## config.mk

```make
export PLATFORM = sky130hd
export DESIGN_NAME = shift_calendar_advance
export DESIGN_NICKNAME = d
export VERILOG_FILES = /design/src/hdl/sca_pkg.sv /design/src/hdl/sca_fold_unit.sv /design/src/hdl/sca_date_step.sv /design/src/hdl/shift_calendar_advance.sv
export SDC_FILE = /design/constraint.sdc
export NUM_CORES = 1
export LEC_CHECK = 0
export ABC_CLOCK_PERIOD_IN_PS = 12650
export BUFFER_PORTS_ARGS = -buffer_cell sky130_fd_sc_hd__buf_2
export CAP_MARGIN = 10
export CELL_PAD_IN_SITES_DETAIL_PLACEMENT = 1
export CELL_PAD_IN_SITES_GLOBAL_PLACEMENT = 1
export CORE_MARGIN = 1.5
export CORE_UTILIZATION = 46
export DETAILED_ROUTE_END_ITERATION = 12
export PLACE_DENSITY_LB_ADDON = 0.1
export SYNTH_ARGS = -nofsm -noshare
export SYNTH_HDL_FRONTEND = slang
export SYNTH_HIERARCHICAL = 1
export SYNTH_SLANG_ARGS = --single-unit
```

## constraint.sdc

```tcl
create_clock -name clock -period 12.65 [get_ports clock]
set_input_delay 0 -clock clock [delete_from_list [all_inputs] [get_ports clock]]
set_output_delay 0 -clock clock [all_outputs]
set_load 0.01 [all_outputs]
```

## src/hdl/sca_pkg.sv

```systemverilog
package sca_pkg;

   // field widths
   localparam int DAY_W     = 5;
   localparam int MONTH_W   = 4;
   localparam int YEAR_W    = 16;
   localparam int LEN_W     = 12;
   localparam int ADD_W     = 16;
   localparam int TOTAL_W   = 17;

   localparam int REQ_DATA_W = 48;
   localparam int RSP_DATA_W = 40;

   // item kinds carried on req_tuser
   localparam logic OP_LOAD = 1'b0;
   localparam logic OP_ADD  = 1'b1;

   // calendar constants
   localparam logic [LEN_W-1:0]   DAY_LENGTH_RESET = 12'd960;
   localparam logic [MONTH_W-1:0] MONTH_JAN = 4'd1;
   localparam logic [MONTH_W-1:0] MONTH_FEB = 4'd2;
   localparam logic [MONTH_W-1:0] MONTH_APR = 4'd4;
   localparam logic [MONTH_W-1:0] MONTH_JUN = 4'd6;
   localparam logic [MONTH_W-1:0] MONTH_SEP = 4'd9;
   localparam logic [MONTH_W-1:0] MONTH_NOV = 4'd11;
   localparam logic [MONTH_W:0]   MONTH_LAST = 5'd12;
   localparam logic [DAY_W:0]     DAY_MAX    = 6'd31;
   localparam logic [DAY_W-1:0]   DAY_FIRST  = 5'd1;

   typedef struct packed {
      logic [DAY_W-1:0]   day;
      logic [MONTH_W-1:0] month;
      logic [YEAR_W-1:0]  year;
   } sca_date_type;

   typedef enum logic {
      SCA_IDLE,
      SCA_RUN
   } sca_state_type;

   // days in a month; months outside 1..12 count as 31 days
   function automatic logic [DAY_W:0] month_length(input logic [MONTH_W-1:0] m,
                                                   input logic leap);
      logic [DAY_W:0] len;
      len = 6'd31;
      case (m) inside
         MONTH_FEB:                               len = leap ? 6'd29 : 6'd28;
         MONTH_APR, MONTH_JUN, MONTH_SEP, MONTH_NOV: len = 6'd30;
         default:                                 len = 6'd31;
      endcase
      return len;
   endfunction

endpackage

```

## src/hdl/sca_fold_unit.sv

```systemverilog
module sca_fold_unit (
   input  logic [sca_pkg::TOTAL_W-1:0] total,
   input  logic [sca_pkg::LEN_W-1:0]   day_length,
   output logic                        over,
   output logic [sca_pkg::TOTAL_W-1:0] diff
);
   import sca_pkg::*;

   logic [TOTAL_W-1:0] eff_len;

   // a zero day length acts as one minute
   assign eff_len = (day_length == '0) ? TOTAL_W'(1)
                                       : {{(TOTAL_W-LEN_W){1'b0}}, day_length};

   // shared compare and subtract, one day folded per use
   assign over = total > eff_len;
   assign diff = total - eff_len;

endmodule

```

## src/hdl/sca_date_step.sv

```systemverilog
module sca_date_step (
   input  sca_pkg::sca_date_type cur,
   output sca_pkg::sca_date_type nxt
);
   import sca_pkg::*;

   logic [DAY_W:0]   day_inc;
   logic [DAY_W:0]   mlen;
   logic             roll_month;
   logic [MONTH_W:0] month_inc;

   // next day and month rollover
   always_comb begin
      day_inc    = {1'b0, cur.day} + 6'd1;
      mlen       = month_length(cur.month, cur.year[1:0] == 2'b00);
      roll_month = (day_inc > mlen) || (day_inc > DAY_MAX);
      month_inc  = roll_month ? ({1'b0, cur.month} + 5'd1) : {1'b0, cur.month};

      nxt.day = roll_month ? DAY_FIRST : day_inc[DAY_W-1:0];
      // any month past december (also a loaded out-of-range one) goes to next year
      if (month_inc > MONTH_LAST) begin
         nxt.month = MONTH_JAN;
         nxt.year  = cur.year + 16'd1;
      end else begin
         nxt.month = month_inc[MONTH_W-1:0];
         nxt.year  = cur.year;
      end
   end

endmodule

```

## src/hdl/shift_calendar_advance.sv

```systemverilog
// Working-day calendar counter.
// Items arrive on the req_ stream: req_tuser selects a load (0) or an add (1).
// A load sets day, month and year and clears the minute count; an add adds
// req minutes and then folds whole working days out of the count, advancing
// the date one day per fold. Every item gives exactly one beat on rsp_ with
// the date and leftover minutes after it.
// After an item is accepted, the run state folds one day per cycle through
// the single compare-and-subtract unit, N days in all (none for a load),
// N = ceil((minutes + add - len) / len) when positive, len being the
// working-day length (0 counts as 1). With the 960 minute default N is at
// most 69; with a length of 1 it can reach about 69600. The result beat is
// then registered once the output is free. A new item is taken only after
// the result of the last one has been posted.
// req_tready is high only while the block is idle, one item at a time.
// The result sits in an output register; a stalled receiver holds the next
// result back in the folding state but the previous beat stays stable.
// csr_wr_en writes the day length at once; write it only while idle.
// Reset (synchronous, active high): date 1/1/0, minutes 0, day length 960.
module shift_calendar_advance (
   input  logic                            clock,
   input  logic                            reset,
   input  logic                            req_tvalid,
   output logic                            req_tready,
   // load_day[4:0], load_month[8:5], load_year[24:9], add_minutes[40:25]
   input  logic [sca_pkg::REQ_DATA_W-1:0]  req_tdata,
   // op[0]
   input  logic [0:0]                      req_tuser,
   output logic                            rsp_tvalid,
   input  logic                            rsp_tready,
   // day[4:0], month[8:5], year[24:9], minutes_into_day[36:25]
   output logic [sca_pkg::RSP_DATA_W-1:0]  rsp_tdata,
   input  logic                            csr_wr_en,
   input  logic [sca_pkg::LEN_W-1:0]       csr_wr_data
);
   import sca_pkg::*;

   sca_state_type           state_ff, state_in;
   sca_date_type            date_ff, date_in, date_next;
   logic [TOTAL_W-1:0]      total_ff, total_in;
   logic [LEN_W-1:0]        len_ff, len_in;
   logic                    rsp_valid_ff, rsp_valid_in;
   logic [RSP_DATA_W-1:0]   rsp_data_ff, rsp_data_in;

   logic                    fold_over;
   logic [TOTAL_W-1:0]      fold_diff;
   logic                    out_free;
   logic                    accept;
   sca_date_type            load_date;
   logic [ADD_W-1:0]        add_minutes;

   // request field unpacking
   assign load_date.day   = req_tdata[4:0];
   assign load_date.month = req_tdata[8:5];
   assign load_date.year  = req_tdata[24:9];
   assign add_minutes     = req_tdata[40:25];

   sca_fold_unit u_fold (
      .total      (total_ff),
      .day_length (len_ff),
      .over       (fold_over),
      .diff       (fold_diff)
   );

   sca_date_step u_step (
      .cur (date_ff),
      .nxt (date_next)
   );

   assign out_free   = !rsp_valid_ff || rsp_tready;
   assign req_tready = (state_ff == SCA_IDLE);
   assign accept     = req_tvalid && req_tready;
   assign rsp_tvalid = rsp_valid_ff;
   assign rsp_tdata  = rsp_data_ff;

   // sequencer: accept, fold days, then post the result
   always_comb begin
      state_in     = state_ff;
      date_in      = date_ff;
      total_in     = total_ff;
      rsp_valid_in = rsp_valid_ff && !rsp_tready;
      rsp_data_in  = rsp_data_ff;
      len_in       = csr_wr_en ? csr_wr_data : len_ff;

      unique case (state_ff)
         SCA_IDLE: begin
            if (accept) begin
               state_in = SCA_RUN;
               if (req_tuser[0] == OP_LOAD) begin
                  date_in  = load_date;
                  total_in = '0;
               end else begin
                  total_in = total_ff + {{(TOTAL_W-ADD_W){1'b0}}, add_minutes};
               end
            end
         end
         SCA_RUN: begin
            if (fold_over) begin
               total_in = fold_diff;
               date_in  = date_next;
            end else if (out_free) begin
               rsp_valid_in = 1'b1;
               rsp_data_in  = {{(RSP_DATA_W-37){1'b0}}, total_ff[LEN_W-1:0],
                               date_ff.year, date_ff.month, date_ff.day};
               state_in     = SCA_IDLE;
            end
         end
         default: state_in = SCA_IDLE;
      endcase
   end

   // control and calendar state
   always_ff @(posedge clock) begin
      if (reset) begin
         state_ff      <= SCA_IDLE;
         rsp_valid_ff  <= 1'b0;
         len_ff        <= DAY_LENGTH_RESET;
         date_ff.day   <= DAY_FIRST;
         date_ff.month <= MONTH_JAN;
         date_ff.year  <= '0;
         total_ff      <= '0;
      end else begin
         state_ff     <= state_in;
         rsp_valid_ff <= rsp_valid_in;
         len_ff       <= len_in;
         date_ff      <= date_in;
         total_ff     <= total_in;
      end
   end

   // result payload
   always_ff @(posedge clock) begin
      rsp_data_ff <= rsp_data_in;
   end

endmodule
```

==> qor.yml <==
status: "completed"
yosys_warnings: 6
max-slew-margin-rel: 0.223
path_max_fanout: 17
end_kind: "flop"
grt_max_degree: 59
synth_seq_cells: 93
cts_tree: "built"
reg2reg_from: "date_ff[16]"
r2r_end: "date_ff[11]"
htreeDepth: 3
crit_path_end: "date_ff[11]"
synthCells: 622
die_w_um: 116
root_buffer: "clkbuf_16"
finalNonFillerCells: 899
holdWs_ps: 2.37
grt_pass1_wl_um: 26500
clk-insertion-delay-late_ps: 350
cap_violations: 0
first_iter_violations: 270
fp.dieH_um: 116
core_sq_um: 12200
critPathLaunch: "date_ff[16]"
grt_pass1_vias: 5288
yosysSeqAreaShare: 0.383
grt.total_usage: 0.253
reg2reg_slack_ps: 8130
die_area_sq_um: 13300
finalHoldViolCount: 0
period_needed_ps: 4520
peakVddDrop_mv: 0.104
tightest_slew_ps: 1160
routedWlPerCell_um: 18.1
final_common_cell: "buf_2"
synth_edf_count: 37
rsz0062_at_grt: "false"
clk_path_buf_depth: 2
overflow: 0
drt_wl_total_um: 16300
setup_ws_ps: 8130
post-place-cells: 862
netlist_area_sq_um: 5820
max_freq_mhz: 221
firstDrtPassIters: 4
start_util: 0.479
setup_tns_ps: 0
num_io_pins: 108
synthToLayoutAreaGrowth_pct: 18.6
hold_path.class: "input port to flop"
worst-setup-path-type: "flop to flop"
setup_violations: 0
final_cell_mix: "buf_2, nor2_1, dfxtp_1"
pre_cts_ws_ps: 8220
num_rows: 40
power_density_nw_per_um2: 223
antenna_cells: 0
p_leak_uw: 0.00290
fin_util: 0.568
cts_buffers: 9
portBuffers: 97
worstPathArrival_ps: 4790
gp_congestion: 0.852
setup.worst_path.start_class: "flop"
ant_nets: 0
final_layout_size_suffix_gt1_frac: 0.193
clkSinkCount: 93
fin_nets: 831
ys.flop_type: "dfxtp_1"
maxSlewViolCount: 0
avgViaCountPerCell: 5.68
synth-async-reset-ratio: 0
synth.distinct_cells: 66
antenna_found_initial: 0
syn_area_per_cell_sq_um: 9.36
dr_total_vias: 5106
timing.final.crit_share: 0.358
critPathRequiredTime_ps: 12910
r2r_cells: 15
drc_errors: 0
skew_ps: 8.21
dp_hpwl_um: 11600
clk_pin_slew_ps: 70
-- final cells by class --
| type | count | area (sq um) |
|---|---|---|
| Fill cell | 1464 | 5250 |
| Multi-Input combinational cell | 468 | 3340 |
| Sequential cell | 93 | 2230 |
| Timing Repair Buffer | 123 | 733 |
| Clock buffer | 10 | 229 |
| Tap cell | 168 | 210 |
| Inverter | 31 | 116 |
| Clock inverter | 6 | 46.3 |
-- power breakdown --
group	switching [uW]	internal [uW]	total, uW
registers	89.6	425	515
logic	454	310	765
clock network	124	135	259
-- cell usage after synthesis (4+ instances only) --
cell type	count	area (sq um)
a211o_1	7	61.3
a211oi_1	31	233
a21o_1	7	52.6
a21oi_1	39	195
a221oi_1	5	43.8
and2_1	4	25.0
and3_1	16	100
buf_2	5	25.0
clkbuf_1	20	75.1
dfxtp_1	56	1120
edfxtp_1	37	1110
ha_1	37	463
inv_1	31	116
mux2i_1	34	340
nand2_1	27	101
nand2b_1	6	37.5
nand3_1	15	75.1
nand4_1	4	25.0
nor2_1	67	251
nor2b_1	11	68.8
nor3_1	13	65.1
o2111ai_1	5	43.8
o211ai_1	7	52.6
o21a_1	5	37.5
o21ai_0	20	100
o21ai_1	4	20.0
o21ai_2	7	61.3
or3_1	8	50.1
xnor2_1	28	245
xor2_1	12	105
-- cell families after synthesis --
logic type / after synthesis / share of synthesized area
flops: 93 / 0.383
fa+ha+maj: 39 / 0.0864
compound gates: 163 / 0.200
mux: 37 / 0.0647
buf+inv: 63 / 0.0468
other cells: 1 / 0.000644
xor+xnor: 41 / 0.0629
simple gates: 185 / 0.156
-- metal layers --
layer / global-route usage / share of wire
met1: 0.301 / 0.43
met4: 0.0922 / 0.023
met3: 0.0319 / 0.028
met5: 0 / 0
met2: 0.466 / 0.52
-- flip-flops by register name, indices dropped and copies added (netlist names) --
name,flops
total_ff,17
date_ff,25
state_ff,1
len_ff,12
rsp_tvalid,1
rsp_tdata,37
-- critical path: stages, from the launching register on --
cell	delay, ps
dfxtp_1	470
inv_1	160
ha_1	240
o21ai_0	170
o21ai_0	110
o21ai_0	200
ha_1	260
nand2_1	60
o211ai_1	130
o31a_1	460
or3_4	410
a221oi_4	880
o211ai_1	260
xnor2_1	250
mux2i_1	110
a211oi_1	250
-- stage by stage --
stage	cell area, sq um	power (uW)
after global routing	6910	1660
final	6910	1540
after global placement	6420	1230
after CTS	6910	1540
after floorplan	5830	1050
after detailed placement	6420	1270
-- worst min-delay path by stage --
stage | start | endpoint | depth (start not counted)
global route | req_tdata[14] | date_ff[5] | 3
global placement | csr_wr_data[7] | len_ff[7] | 2
floorplan | csr_wr_data[6] | len_ff[6] | 1
CTS | req_tdata[16] | date_ff[7] | 3
detailed placement | csr_wr_data[7] | len_ff[7] | 2
finish | req_tdata[5] | date_ff[16] | 4
-- timing repair --
item	4_1_cts	5_1_grt
hold buffers	21	0
buffers inserted	0	0
gates resized for setup	0	0
endpoints found under the hold margin	21	0
Note: power is estimated with default switching activity, not from simulation.
